$ cat config.mk
export PLATFORM = sky130hd
export DESIGN_NAME = hkf_div
export DESIGN_NICKNAME = d
export VERILOG_FILES = /design/src/sv/hkf_pkg.sv /design/src/sv/hkf_div.sv
export SDC_FILE = /design/constraint.sdc
export NUM_CORES = 1
export LEC_CHECK = 0
export BUFFER_PORTS_ARGS = -buffer_cell sky130_fd_sc_hd__buf_2
export CAP_MARGIN = 40
export CORE_AREA = 2 2 132 160
export CTS_BUF_LIST = sky130_fd_sc_hd__clkbuf_8
export DETAILED_ROUTE_END_ITERATION = 8
export DIE_AREA = 0 0 134 162
export PLACE_DENSITY = 0.78
export SLEW_MARGIN = 20
export SYNTH_ARGS = -nofsm -noshare
export SYNTH_HDL_FRONTEND = slang
export SYNTH_SLANG_ARGS = --single-unit
$ cat constraint.sdc
create_clock -name clk_i -period 3.3 [get_ports clk_i]
set_input_delay 0.165 -clock clk_i [delete_from_list [all_inputs] [get_ports clk_i]]
set_output_delay 0.165 -clock clk_i [all_outputs]
set_load 0.01 [all_outputs]
$ cat src/sv/hkf_pkg.sv
`timescale 1ns / 1ps
// ----------------------------------------------------------------------------
// hkf_pkg: shared types, constants and microprogram of the heading filter
// Operation codes, register-file addresses, sequencer states and the
// microcode table that the sequencer walks for each mode.
// ----------------------------------------------------------------------------
package hkf_pkg;

  // Width of the internal datapath: holds exact heading sums before wrapping
  localparam int unsigned HKF_W = 37;

  localparam logic signed [HKF_W-1:0] S32_MAX = 37'sh00_7FFF_FFFF;
  localparam logic signed [HKF_W-1:0] S32_MIN = 37'sh1F_8000_0000;

  // Item modes
  localparam logic [1:0] MODE_PREDICT = 2'd0;
  localparam logic [1:0] MODE_HUPD    = 2'd1;
  localparam logic [1:0] MODE_HRUPD   = 2'd2;
  localparam logic [1:0] MODE_REINIT  = 2'd3;

  // Operand / destination addresses: flops below 16, scratch memory above
  localparam logic [4:0] RA_H    = 5'd0;
  localparam logic [4:0] RA_R    = 5'd1;
  localparam logic [4:0] RA_P00  = 5'd2;
  localparam logic [4:0] RA_P01  = 5'd3;
  localparam logic [4:0] RA_P10  = 5'd4;
  localparam logic [4:0] RA_P11  = 5'd5;
  localparam logic [4:0] RA_DT   = 5'd6;
  localparam logic [4:0] RA_ZH   = 5'd7;
  localparam logic [4:0] RA_ZR   = 5'd8;
  localparam logic [4:0] RA_H0   = 5'd9;
  localparam logic [4:0] RA_QH   = 5'd10;
  localparam logic [4:0] RA_QR   = 5'd11;
  localparam logic [4:0] RA_RH   = 5'd12;
  localparam logic [4:0] RA_RV   = 5'd13;
  localparam logic [4:0] RA_ONE  = 5'd14;
  localparam logic [4:0] RA_ZERO = 5'd15;
  localparam logic [4:0] RA_T0   = 5'd16;
  localparam logic [4:0] RA_T1   = 5'd17;
  localparam logic [4:0] RA_T2   = 5'd18;
  localparam logic [4:0] RA_T3   = 5'd19;
  localparam logic [4:0] RA_T4   = 5'd20;
  localparam logic [4:0] RA_T5   = 5'd21;
  localparam logic [4:0] RA_T6   = 5'd22;
  localparam logic [4:0] RA_T7   = 5'd23;
  localparam logic [4:0] RA_T8   = 5'd24;
  localparam logic [4:0] RA_T9   = 5'd25;
  localparam logic [4:0] RA_T10  = 5'd26;
  localparam logic [4:0] RA_T11  = 5'd27;
  localparam logic [4:0] RA_T12  = 5'd28;
  localparam logic [4:0] RA_T13  = 5'd29;
  localparam logic [4:0] RA_T14  = 5'd30;
  localparam logic [4:0] RA_T15  = 5'd31;

  // Program entry points
  localparam logic [6:0] PC_PREDICT = 7'd0;
  localparam logic [6:0] PC_HUPD    = 7'd15;
  localparam logic [6:0] PC_HRUPD   = 7'd34;
  localparam logic [6:0] PC_REINIT  = 7'd87;

  typedef enum logic [3:0] {
    OP_ADD,   // saturating add
    OP_SUB,   // saturating subtract
    OP_ADDW,  // exact add
    OP_SUBW,  // exact subtract
    OP_MUL,
    OP_DIV,
    OP_WRAP,
    OP_BRZ,   // zero divisor check
    OP_END
  } op_e;

  typedef enum logic [2:0] {
    ST_IDLE,
    ST_FETCH,
    ST_EXEC,
    ST_WAIT,
    ST_SQRT,
    ST_DONE
  } fsm_e;

  typedef struct packed {
    op_e        op;
    logic [4:0] dst;
    logic [4:0] sa;
    logic [4:0] sb;
  } instr_t;

  function automatic logic signed [HKF_W-1:0] sat32(input logic signed [HKF_W-1:0] x);
    logic signed [HKF_W-1:0] r;
    if (x > S32_MAX) r = S32_MAX;
    else if (x < S32_MIN) r = S32_MIN;
    else r = x;
    return r;
  endfunction

  // pi rounded to frac fraction bits
  function automatic logic signed [HKF_W-1:0] fx_pi(input int unsigned frac);
    logic [63:0] pq;
    logic [63:0] v;
    pq = 64'h3243_F6A8_885A_308D;
    v  = (pq + (64'd1 << (59 - frac))) >> (60 - frac);
    return $signed(v[HKF_W-1:0]);
  endfunction

  function automatic instr_t mk(input op_e op, input logic [4:0] d,
                                input logic [4:0] a, input logic [4:0] b);
    instr_t i;
    i.op  = op;
    i.dst = d;
    i.sa  = a;
    i.sb  = b;
    return i;
  endfunction

  // Microcode table
  function automatic instr_t prog_rom(input logic [6:0] pc);
    instr_t i;
    case (pc)
      // predict
      7'd0:  i = mk(OP_MUL,  RA_T0,  RA_DT,  RA_P10);
      7'd1:  i = mk(OP_ADD,  RA_T1,  RA_P00, RA_T0);
      7'd2:  i = mk(OP_MUL,  RA_T2,  RA_DT,  RA_P11);
      7'd3:  i = mk(OP_ADD,  RA_T3,  RA_P01, RA_T2);
      7'd4:  i = mk(OP_MUL,  RA_T4,  RA_R,   RA_DT);
      7'd5:  i = mk(OP_ADDW, RA_T5,  RA_H,   RA_T4);
      7'd6:  i = mk(OP_WRAP, RA_H,   RA_T5,  RA_ZERO);
      7'd7:  i = mk(OP_MUL,  RA_T6,  RA_T3,  RA_DT);
      7'd8:  i = mk(OP_ADD,  RA_T7,  RA_T1,  RA_T6);
      7'd9:  i = mk(OP_ADD,  RA_P00, RA_T7,  RA_QH);
      7'd10: i = mk(OP_ADD,  RA_P01, RA_T3,  RA_ZERO);
      7'd11: i = mk(OP_MUL,  RA_T8,  RA_P11, RA_DT);
      7'd12: i = mk(OP_ADD,  RA_P10, RA_P10, RA_T8);
      7'd13: i = mk(OP_ADD,  RA_P11, RA_P11, RA_QR);
      7'd14: i = mk(OP_END,  RA_ZERO, RA_ZERO, RA_ZERO);
      // heading-only update
      7'd15: i = mk(OP_SUBW, RA_T0,  RA_ZH,  RA_H);
      7'd16: i = mk(OP_WRAP, RA_T0,  RA_T0,  RA_ZERO);
      7'd17: i = mk(OP_ADD,  RA_T1,  RA_P00, RA_RH);
      7'd18: i = mk(OP_BRZ,  RA_ZERO, RA_T1, RA_ZERO);
      7'd19: i = mk(OP_DIV,  RA_T2,  RA_P00, RA_T1);
      7'd20: i = mk(OP_DIV,  RA_T3,  RA_P10, RA_T1);
      7'd21: i = mk(OP_SUB,  RA_T4,  RA_ONE, RA_T2);
      7'd22: i = mk(OP_MUL,  RA_T5,  RA_T2,  RA_T0);
      7'd23: i = mk(OP_ADDW, RA_T5,  RA_H,   RA_T5);
      7'd24: i = mk(OP_WRAP, RA_H,   RA_T5,  RA_ZERO);
      7'd25: i = mk(OP_MUL,  RA_T6,  RA_T3,  RA_T0);
      7'd26: i = mk(OP_ADD,  RA_R,   RA_R,   RA_T6);
      7'd27: i = mk(OP_MUL,  RA_T7,  RA_T3,  RA_P00);
      7'd28: i = mk(OP_MUL,  RA_T8,  RA_T3,  RA_P01);
      7'd29: i = mk(OP_MUL,  RA_P00, RA_T4,  RA_P00);
      7'd30: i = mk(OP_MUL,  RA_P01, RA_T4,  RA_P01);
      7'd31: i = mk(OP_SUB,  RA_P10, RA_P10, RA_T7);
      7'd32: i = mk(OP_SUB,  RA_P11, RA_P11, RA_T8);
      7'd33: i = mk(OP_END,  RA_ZERO, RA_ZERO, RA_ZERO);
      // heading and rate update
      7'd34: i = mk(OP_SUBW, RA_T0,  RA_ZH,  RA_H);
      7'd35: i = mk(OP_WRAP, RA_T0,  RA_T0,  RA_ZERO);
      7'd36: i = mk(OP_SUB,  RA_T1,  RA_ZR,  RA_R);
      7'd37: i = mk(OP_ADD,  RA_T2,  RA_P00, RA_RH);
      7'd38: i = mk(OP_ADD,  RA_T3,  RA_P11, RA_RV);
      7'd39: i = mk(OP_MUL,  RA_T4,  RA_T2,  RA_T3);
      7'd40: i = mk(OP_MUL,  RA_T5,  RA_P01, RA_P10);
      7'd41: i = mk(OP_SUB,  RA_T4,  RA_T4,  RA_T5);
      7'd42: i = mk(OP_BRZ,  RA_ZERO, RA_T4, RA_ZERO);
      7'd43: i = mk(OP_MUL,  RA_T5,  RA_P00, RA_T3);
      7'd44: i = mk(OP_MUL,  RA_T6,  RA_P01, RA_P10);
      7'd45: i = mk(OP_SUB,  RA_T5,  RA_T5,  RA_T6);
      7'd46: i = mk(OP_DIV,  RA_T5,  RA_T5,  RA_T4);
      7'd47: i = mk(OP_MUL,  RA_T6,  RA_P01, RA_T2);
      7'd48: i = mk(OP_MUL,  RA_T7,  RA_P00, RA_P01);
      7'd49: i = mk(OP_SUB,  RA_T6,  RA_T6,  RA_T7);
      7'd50: i = mk(OP_DIV,  RA_T6,  RA_T6,  RA_T4);
      7'd51: i = mk(OP_MUL,  RA_T7,  RA_P10, RA_T3);
      7'd52: i = mk(OP_MUL,  RA_T8,  RA_P11, RA_P10);
      7'd53: i = mk(OP_SUB,  RA_T7,  RA_T7,  RA_T8);
      7'd54: i = mk(OP_DIV,  RA_T7,  RA_T7,  RA_T4);
      7'd55: i = mk(OP_MUL,  RA_T8,  RA_P11, RA_T2);
      7'd56: i = mk(OP_MUL,  RA_T9,  RA_P10, RA_P01);
      7'd57: i = mk(OP_SUB,  RA_T8,  RA_T8,  RA_T9);
      7'd58: i = mk(OP_DIV,  RA_T8,  RA_T8,  RA_T4);
      7'd59: i = mk(OP_SUB,  RA_T9,  RA_ONE, RA_T5);
      7'd60: i = mk(OP_SUB,  RA_T10, RA_ONE, RA_T8);
      7'd61: i = mk(OP_MUL,  RA_T11, RA_T5,  RA_T0);
      7'd62: i = mk(OP_ADDW, RA_T11, RA_H,   RA_T11);
      7'd63: i = mk(OP_MUL,  RA_T12, RA_T6,  RA_T1);
      7'd64: i = mk(OP_ADDW, RA_T11, RA_T11, RA_T12);
      7'd65: i = mk(OP_WRAP, RA_H,   RA_T11, RA_ZERO);
      7'd66: i = mk(OP_MUL,  RA_T11, RA_T7,  RA_T0);
      7'd67: i = mk(OP_ADDW, RA_T11, RA_R,   RA_T11);
      7'd68: i = mk(OP_MUL,  RA_T12, RA_T8,  RA_T1);
      7'd69: i = mk(OP_ADDW, RA_T11, RA_T11, RA_T12);
      7'd70: i = mk(OP_ADD,  RA_R,   RA_T11, RA_ZERO);
      7'd71: i = mk(OP_MUL,  RA_T11, RA_T9,  RA_P00);
      7'd72: i = mk(OP_MUL,  RA_T12, RA_T6,  RA_P10);
      7'd73: i = mk(OP_SUB,  RA_T11, RA_T11, RA_T12);
      7'd74: i = mk(OP_MUL,  RA_T12, RA_T9,  RA_P01);
      7'd75: i = mk(OP_MUL,  RA_T13, RA_T6,  RA_P11);
      7'd76: i = mk(OP_SUB,  RA_T12, RA_T12, RA_T13);
      7'd77: i = mk(OP_MUL,  RA_T13, RA_T10, RA_P10);
      7'd78: i = mk(OP_MUL,  RA_T14, RA_T7,  RA_P00);
      7'd79: i = mk(OP_SUB,  RA_T13, RA_T13, RA_T14);
      7'd80: i = mk(OP_MUL,  RA_T14, RA_T10, RA_P11);
      7'd81: i = mk(OP_MUL,  RA_T15, RA_T7,  RA_P01);
      7'd82: i = mk(OP_SUB,  RA_P11, RA_T14, RA_T15);
      7'd83: i = mk(OP_ADD,  RA_P00, RA_T11, RA_ZERO);
      7'd84: i = mk(OP_ADD,  RA_P01, RA_T12, RA_ZERO);
      7'd85: i = mk(OP_ADD,  RA_P10, RA_T13, RA_ZERO);
      7'd86: i = mk(OP_END,  RA_ZERO, RA_ZERO, RA_ZERO);
      // reinitialize
      7'd87: i = mk(OP_WRAP, RA_H,   RA_H0,  RA_ZERO);
      7'd88: i = mk(OP_ADD,  RA_R,   RA_ZERO, RA_ZERO);
      7'd89: i = mk(OP_ADD,  RA_P00, RA_ONE, RA_ZERO);
      7'd90: i = mk(OP_ADD,  RA_P01, RA_ZERO, RA_ZERO);
      7'd91: i = mk(OP_ADD,  RA_P10, RA_ZERO, RA_ZERO);
      7'd92: i = mk(OP_ADD,  RA_P11, RA_ONE, RA_ZERO);
      default: i = mk(OP_END, RA_ZERO, RA_ZERO, RA_ZERO);
    endcase
    return i;
  endfunction

endpackage

$ cat src/sv/hkf_div.sv
`timescale 1ns / 1ps
// ----------------------------------------------------------------------------
// hkf_div: fixed-point divider
// Restoring division of (a << FRAC_BITS) by b, one quotient bit per cycle,
// truncated toward zero and saturated to 32 bits.
// ----------------------------------------------------------------------------
module hkf_div
  import hkf_pkg::*;
#(
  parameter int unsigned FRAC_BITS = 24
) (
  input  logic               clk_i,
  input  logic               rst_ni,
  input  logic               start_i,
  input  logic signed [31:0] a_i,
  input  logic signed [31:0] b_i,
  output logic signed [31:0] res_o,
  output logic               done_o
);

  localparam int unsigned NW = 32 + FRAC_BITS;
  localparam int unsigned CW = $clog2(NW + 1);
  localparam logic [NW-1:0] QMAX_POS = {{(NW-32){1'b0}}, 32'h7FFF_FFFF};
  localparam logic [NW-1:0] QMAX_NEG = {{(NW-32){1'b0}}, 32'h8000_0000};

  logic [NW-1:0]      num_q;
  logic [NW-1:0]      quo_q;
  logic [31:0]        rem_q;
  logic [31:0]        den_q;
  logic               neg_q;
  logic [CW-1:0]      cnt_q;
  logic               busy_q;
  logic               fin_q;
  logic               done_q;
  logic signed [31:0] res_q;
  logic [31:0]        mag_a;
  logic [31:0]        mag_b;
  logic [32:0]        trial;
  logic               qbit;
  logic [31:0]        rem_n;

  assign mag_a = a_i[31] ? (32'd0 - a_i) : a_i;
  assign mag_b = b_i[31] ? (32'd0 - b_i) : b_i;

  // one restoring step
  always_comb begin
    trial = {rem_q, num_q[NW-1]};
    qbit  = (trial >= {1'b0, den_q});
    rem_n = qbit ? 32'(trial - {1'b0, den_q}) : trial[31:0];
  end

  always_ff @(posedge clk_i or negedge rst_ni) begin
    if (!rst_ni) begin
      busy_q <= 1'b0;
      fin_q  <= 1'b0;
      done_q <= 1'b0;
      cnt_q  <= '0;
    end else begin
      done_q <= fin_q;
      fin_q  <= 1'b0;
      if (start_i) begin
        busy_q <= 1'b1;
        cnt_q  <= CW'(NW);
      end else if (busy_q) begin
        cnt_q <= cnt_q - CW'(1);
        if (cnt_q == CW'(1)) begin
          busy_q <= 1'b0;
          fin_q  <= 1'b1;
        end
      end
    end
  end

  always_ff @(posedge clk_i) begin
    if (start_i) begin
      num_q <= {mag_a, {FRAC_BITS{1'b0}}};
      den_q <= mag_b;
      rem_q <= '0;
      quo_q <= '0;
      neg_q <= a_i[31] ^ b_i[31];
    end else if (busy_q) begin
      num_q <= {num_q[NW-2:0], 1'b0};
      rem_q <= rem_n;
      quo_q <= {quo_q[NW-2:0], qbit};
    end
    // sign and saturate
    if (fin_q) begin
      if (neg_q) begin
        if (quo_q > QMAX_NEG) res_q <= 32'sh8000_0000;
        else res_q <= 32'd0 - quo_q[31:0];
      end else begin
        if (quo_q > QMAX_POS) res_q <= 32'sh7FFF_FFFF;
        else res_q <= quo_q[31:0];
      end
    end
  end

  assign res_o  = res_q;
  assign done_o = done_q;

endmodule

==> results of run 1 <==
## per-stage QoR
stage / area [um2] / cells / setup slack (ps)
2_1_floorplan: 11200 / 1207 / 111
3_3_place_gp: 12000 / 1529 / 140
3_5_place_dp: 12000 / 1529 / 24.2
4_1_cts: 12500 / 1574 / 15.8
5_1_grt: 12600 / 1574 / 57.3
6_report: 12600 / 1574 / 157
## cell usage in the layout, fill, tap and decap left out, types with 4 or more instances in the layout
master	n
xor2_1	40
nand2b_1	12
buf_2	98
a31oi_1	5
and2_1	6
inv_1	59
dlygate4sd3_1	13
o21bai_1	4
nor2b_1	17
a21oi_1	74
o211ai_1	5
nand3_1	18
ha_1	37
dfrtp_1	8
dfxtp_1	88
nor3_1	27
o311ai_1	20
o21ai_0	59
nor3b_1	5
o41ai_1	11
mux2i_1	67
o21a_1	12
edfxtp_1	97
a211oi_1	28
or4_1	17
o31ai_1	19
nor2_1	167
a21o_1	12
xnor2_1	47
clkbuf_8	18
nand2_1	76
buf_4	26
nand4_1	5
and3_1	5
nand3b_1	4
or3_1	12
nor4_1	16
inv_6	4
## worst paths after layout
path | startpoint | end | slack (ps)
min in group asynchronous | rst_ni | busy_q$_DFF_PN0_ | 70
max in group asynchronous | rst_ni | busy_q$_DFF_PN0_ | 3030
worst min-delay path | b_i[3] | den_q[3]$_DFFE_PP_ | 10
worst max register to register | quo_q[15]$_SDFFE_PP0P_ | res_o[31]$_DFFE_PP_ | 160
worst max-delay path | quo_q[15]$_SDFFE_PP0P_ | res_o[31]$_DFFE_PP_ | 160
worst min register to register | rem_q[10]$_SDFFE_PP0P_ | rem_q[10]$_SDFFE_PP0P_ | 500
## power breakdown
| group | internal (uW) | switching (uW) | total (uW) |
|---|---|---|---|
| clock | 709 | 867 | 1580 |
| sequential | 2860 | 200 | 3060 |
| combinational | 1450 | 1760 | 3210 |
## repair_timing
item                                   CTS  global route
setup endpoints to repair                1            40
resized for setup                        1             6
endpoints found under the hold margin   22             0
hold buffers                            13             0
## flip-flops by register name, summed over array words and instances, names as in the netlist
register / count
res_o: 32
den_q: 32
neg_q: 1
num_q: 32
fin_q: 1
busy_q: 1
quo_q: 56
rem_q: 32
cnt_q: 6
done_o: 1
## layout make-up
cell class	instances	area, um2
fillers	1668	7470
multi-input cells	886	5850
clock inverters	14	155
repair buffers	140	867
flip-flops and latches	194	4900
inverters	57	214
well taps	265	332
clock buffers	18	248
## cell usage after synthesis, drive strengths merged (19+ instances only)
cell / n / area share
nor2: 167 / 0.056
edfxtp: 97 / 0.26
dfxtp: 88 / 0.16
nand2: 76 / 0.026
a21oi: 74 / 0.033
mux2i: 67 / 0.060
o21ai: 60 / 0.027
clkbuf: 59 / 0.020
inv: 57 / 0.019
xnor2: 47 / 0.037
xor2: 40 / 0.031
ha: 37 / 0.041
nor3: 29 / 0.014
a211oi: 28 / 0.019
o311ai: 24 / 0.019
o31ai: 20 / 0.013
nand3: 19 / 0.0085
or4: 19 / 0.013
## kinds of logic (layout without fill, tap and decap cells)
family	count (synthesis)	after routing	share of synthesized area
xor gates and xnor gates	87	87	0.0682
DFF	194	194	0.438
and+or+nand+nor	412	412	0.182
buffers and inverters	127	229	0.0431
adders and majority gates	38	38	0.0432
muxes	68	68	0.0610
AOI/OAI and AO/OA	281	281	0.164
## routing by layer
| metal | share of wire | routed length (um) | global-route usage | up-vias |
|---|---|---|---|---|
| met5 | 0 | 0 | 0 | - |
| met4 | 0.017 | 381 | 0.0662 | 0 |
| met3 | 0.034 | 776 | 0.0325 | 29 |
| met2 | 0.49 | 11000 | 0.357 | 215 |
| met1 | 0.46 | 10500 | 0.279 | 4175 |
| li1 | - | - | - | 4554 |
==> metrics, run 1 <==
H-tree depth 4; number of DRC markers in iteration 0 roughly 550; die area 21,700 um2; Synthesis Warnings 0; Crit. End Element register; drt via density 5.70; slowest cell on the critical path or4_4; post-route setup TNS 0 ps; Post-synth EDFFs 97; vias in the first global route 8,237; CP top delay family simple AND/OR/NAND/NOR gates; synthesized area per cell between 9 and 10 um2; critical path depth in cells 9; CTS Sinks 194; drt drc 0; row count between 50 and 60; Crit Path Class register to register; asr flop ratio synth 0.0464; worst-margin pin slew roughly 690 ps; detailed placement HPWL ~16,000 um; total core area between 20,000 and 25,000 um2; sequential area share after synthesis 0.438; fin crit period between 3000 and 4000 ps; IO Pins 100; unrepaired setup endpoints after global routing false; R2R depth 9; Clk Latency, worst-skew pair between 400 and 500 ps; clk_skew approximately 19 ps; global-route wire length before repair ~38,000 um; Final Core Density 0.627; Cell Area, Synth 11,200 um2; Worst Path Arrival around 3400 ps; Diodes inserted 0; fmax ~320 MHz; Power per Cell Area between 600 and 700 nW/um2; # nets final 1,401; postcts setup bufs 0; Critical Path RT 3530 ps; largest net degree at the start of global routing around 120; input/output buffers between 90 and 100; Total Power around 7900 uW; hold_ws around 15 ps; Worst-path clk slew roughly 110 ps; period utilisation layout 0.952; die height 162 um; Hold Fails Final Rpt 0; Post-Syn Nets 1,312; main flop type after synthesis edfxtp_1; wirelength, routed around 23,000 um; Cell variety after synth 70; CTS buffer count 17; share of layout cells above drive strength 1 0.138; CTS tree yes; Die Span X ~130 um; Vias 8,973; grt ovf 0; Slew Limit Fails 0; MaxCap Viol Count 0; slew margin rel. 0.538; Slowest Stage Delay on Critical Path 500 ps; global-route usage over all layers 0.211; WHS Path Cells 2; Synth Instances 1,207; HP Class primary input to register; WL per Instance around 14 um; synthesis-to-layout area growth 12.5%; final setup vio count 0; root buffer cell clkbuf_8; Initial Util 0.558; Final GP Congestion just under 0.9; final antenna-violating net count 0; Buf/Inv on CP 0; antenna violations before repair 0; startpoint class of the critical path register; Pleak about 0.0054 uW; first-pass detailed-route iteration total 5; crit path cell chain or3_4, or4_4, or2_4, or4_4, nand4b_4, or3_4, nor3_4, xnor2_1, o21a_1; status finished, final reports clean; Crit Path Max Fanout 4; Peak VDD IR 0.335 mV; clock buffer depth 2; synthesized flop and latch total 194
Note: power is estimated with default switching activity, not from simulation.
==> run 2: changes to the inputs <==
--- a/config.mk
+++ b/config.mk
@@ -7,11 +7,10 @@
 export LEC_CHECK = 0
 export BUFFER_PORTS_ARGS = -buffer_cell sky130_fd_sc_hd__buf_2
 export CAP_MARGIN = 40
-export CORE_AREA = 2 2 132 160
+export CORE_AREA = 2 2 147 178
 export CTS_BUF_LIST = sky130_fd_sc_hd__clkbuf_8
 export DETAILED_ROUTE_END_ITERATION = 8
-export DIE_AREA = 0 0 134 162
-export PLACE_DENSITY = 0.78
+export DIE_AREA = 0 0 149 180
 export SLEW_MARGIN = 20
 export SYNTH_ARGS = -nofsm -noshare
 export SYNTH_HDL_FRONTEND = slang
==> run 2 against run 1 <==
Combinational power rose by 2%. Largest power group unchanged. Cell area rose by 2.3%. Highest routed layer unchanged. Non-clock buffer count increased by 19. Utilization is 12 points lower. First-iteration DRC count fell by 34%.
==> metrics, run 2 (synthesis gave the netlist of run 1 again) <==
input/output buffers 99 (unchanged); Initial Util 0.444 (was 0.558); post-route setup TNS 0 ps (unchanged); Slowest Stage Delay on Critical Path 510 ps (was 500 ps); clock buffer depth 2 (unchanged); crit path cell chain or3_4, or4_4, or2_4, or4_4, nand4b_4, or3_4, nor3_4, xnor2_1, o21a_1 (unchanged); die area 26,800 um2 (was 21,700 um2); root buffer cell clkbuf_8 (unchanged); Worst Path Arrival 3430 ps (was 3370 ps); CTS buffer count 17 (unchanged); Critical Path RT 3540 ps (was 3530 ps); max reg flops 56 (unchanged); Buf/Inv on CP 0 (unchanged); most common cell after layout, fill and taps aside nor2_1 (unchanged); Critical R2R Launch quo_q[16]$_SDFFE_PP0P_ (was quo_q[15]$_SDFFE_PP0P_); postcts setup bufs 0 (unchanged); # nets final 1,420 (was 1,401); fmax 314 MHz (was 318 MHz); status finished, final reports clean (unchanged); slack of the worst reg-to-reg path 120 ps (was 160 ps); grt ovf 0 (unchanged); Cell Area, Placed 12,100 um2 (was 12,000 um2); Setup crit end res_o[31]$_DFFE_PP_ (unchanged); design area 12,900 um2 (was 12,600 um2); number of DRC markers in iteration 0 365 (was 554); worst reg2reg path endpoint res_o[31]$_DFFE_PP_ (unchanged); Final GP Congestion 0.834 (was 0.887); hold_ws 22.6 ps (was 15.0 ps); die height 180 um (was 162 um); CTS Sinks 194 (unchanged); wirelength, routed 24,100 um (was 22,700 um); Crit Path Class register to register (unchanged); Clk Latency, worst-skew pair 490 ps (was 480 ps); drt via density 5.36 (was 5.70); H-tree depth 4 (unchanged); Crit. End Element register (unchanged); Die Span X 149 um (was 134 um); pre-CTS setup slack -153 ps (was 24.2 ps); final setup vio count 0 (unchanged); HP Class primary input to register (unchanged); share of layout cells above drive strength 1 0.144 (was 0.138); detailed placement HPWL 16,800 um (was 16,000 um); MaxCap Viol Count 0 (unchanged); CTS tree yes (unchanged); Diodes inserted 0 (unchanged); antenna violations before repair 0 (unchanged); synthesis-to-layout area growth 15.1% (was 12.5%); WL per Instance 14.6 um (was 14.4 um); Pleak 0.00554 uW (was 0.00544 uW); Vias 8,885 (was 8,973); most frequent cells in the layout nor2_1 (167), buf_2 (98), edfxtp_1 (97), dfxtp_1 (87), nand2_1 (76) (was nor2_1 (167), buf_2 (98), edfxtp_1 (97), dfxtp_1 (88), nand2_1 (76)); Peak VDD IR 0.302 mV (was 0.335 mV); R2R depth 9 (unchanged); Total Power 7970 uW (was 7850 uW); drt drc 0 (unchanged); fin crit period 3180 ps (was 3140 ps); startpoint class of the critical path register (unchanged); Power per Cell Area 620 nW/um2 (was 625 nW/um2); largest net degree at the start of global routing 86 (was 121); Setup WS post-layout 117 ps (was 157 ps); worst-margin pin slew 655 ps (was 693 ps); Crit Path Max Fanout 6 (was 4); period utilisation layout 0.965 (was 0.952); Worst Setup SP quo_q[16]$_SDFFE_PP0P_ (was quo_q[15]$_SDFFE_PP0P_); row count 64 (was 57); CP top delay family simple AND/OR/NAND/NOR gates (unchanged); slew margin rel. 0.562 (was 0.538); global-route wire length before repair 40,500 um (was 38,100 um); vias in the first global route 8,468 (was 8,237); Worst-path clk slew 100 ps (was 110 ps); Top reg by flops quo_q (unchanged); first-pass detailed-route iteration total 6 (was 5); final antenna-violating net count 0 (unchanged); Slew Limit Fails 0 (unchanged); slowest cell on the critical path or4_4 (unchanged); total core area 25,100 um2 (was 20,000 um2); global-route usage over all layers 0.183 (was 0.211); clk_skew 15.2 ps (was 18.9 ps); Hold Fails Final Rpt 0 (unchanged); critical path depth in cells 9 (unchanged); IO Pins 100 (unchanged)
-- run 2: changes by cell type in the layout (fill, tap and decap cells not counted), moves of 2 or more --
cell,change
buf_4,+8
clkinv_2,+2
inv_6,-3
dlygate4sd3_1,+11
-- run 2: cell type report --
cell class                 instances  area (um2)
clock buffer                      18         248
clock inverter                    14         164
fill                            2389       12300
inverter                          57         214
multi-input combinational        886        5880
sequential                       194        4900
tap                              330         413
timing repair buffer             159        1040
-- run 2: timing repair --
action / CTS / global route
endpoints found under the setup margin: 22 / 29
endpoints found under the hold margin: 33 / 0
hold buffers: 24 / 0
resized for setup: 3 / 9
-- run 2: metrics by stage --
stage	cells	utilization
floorplan	1207	-
detailed placement	1602	0.483
CTS	1658	0.510
global placement	1602	0.483
global route	1658	0.512
finish	1658	0.512
-- run 2: metal layers --
layer	vias up	GRT usage	routed length, um
met3	26	0.0277	573
met5	-	0	0
li1	4597	-	-
met2	112	0.321	12200
met4	0	0.0583	367
met1	4150	0.229	11000
-- run 2: power breakdown --
part	switching (uW)	internal, uW	total (uW)	leakage [uW]
sequential	197	2860	3060	0.00176
clock	858	770	1630	0.000218
combinational	1780	1510	3290	0.00356
total	2830	5140	7970	0.00554
-- run 2: worst min path at each step --
stage	start	to	slack (ps)	depth (start not counted)
after floorplan	rst_ni	busy_q$_DFF_PN0_	-130	0
after global placement	rst_ni	done_o$_DFF_PN0_	30	1
after detailed placement	rst_ni	done_o$_DFF_PN0_	30	1
after CTS	a_i[0]	num_q[24]$_SDFFCE_PN0P_	3	2
after global routing	b_i[5]	den_q[5]$_DFFE_PP_	10	2
final	a_i[0]	num_q[24]$_SDFFCE_PN0P_	20	2
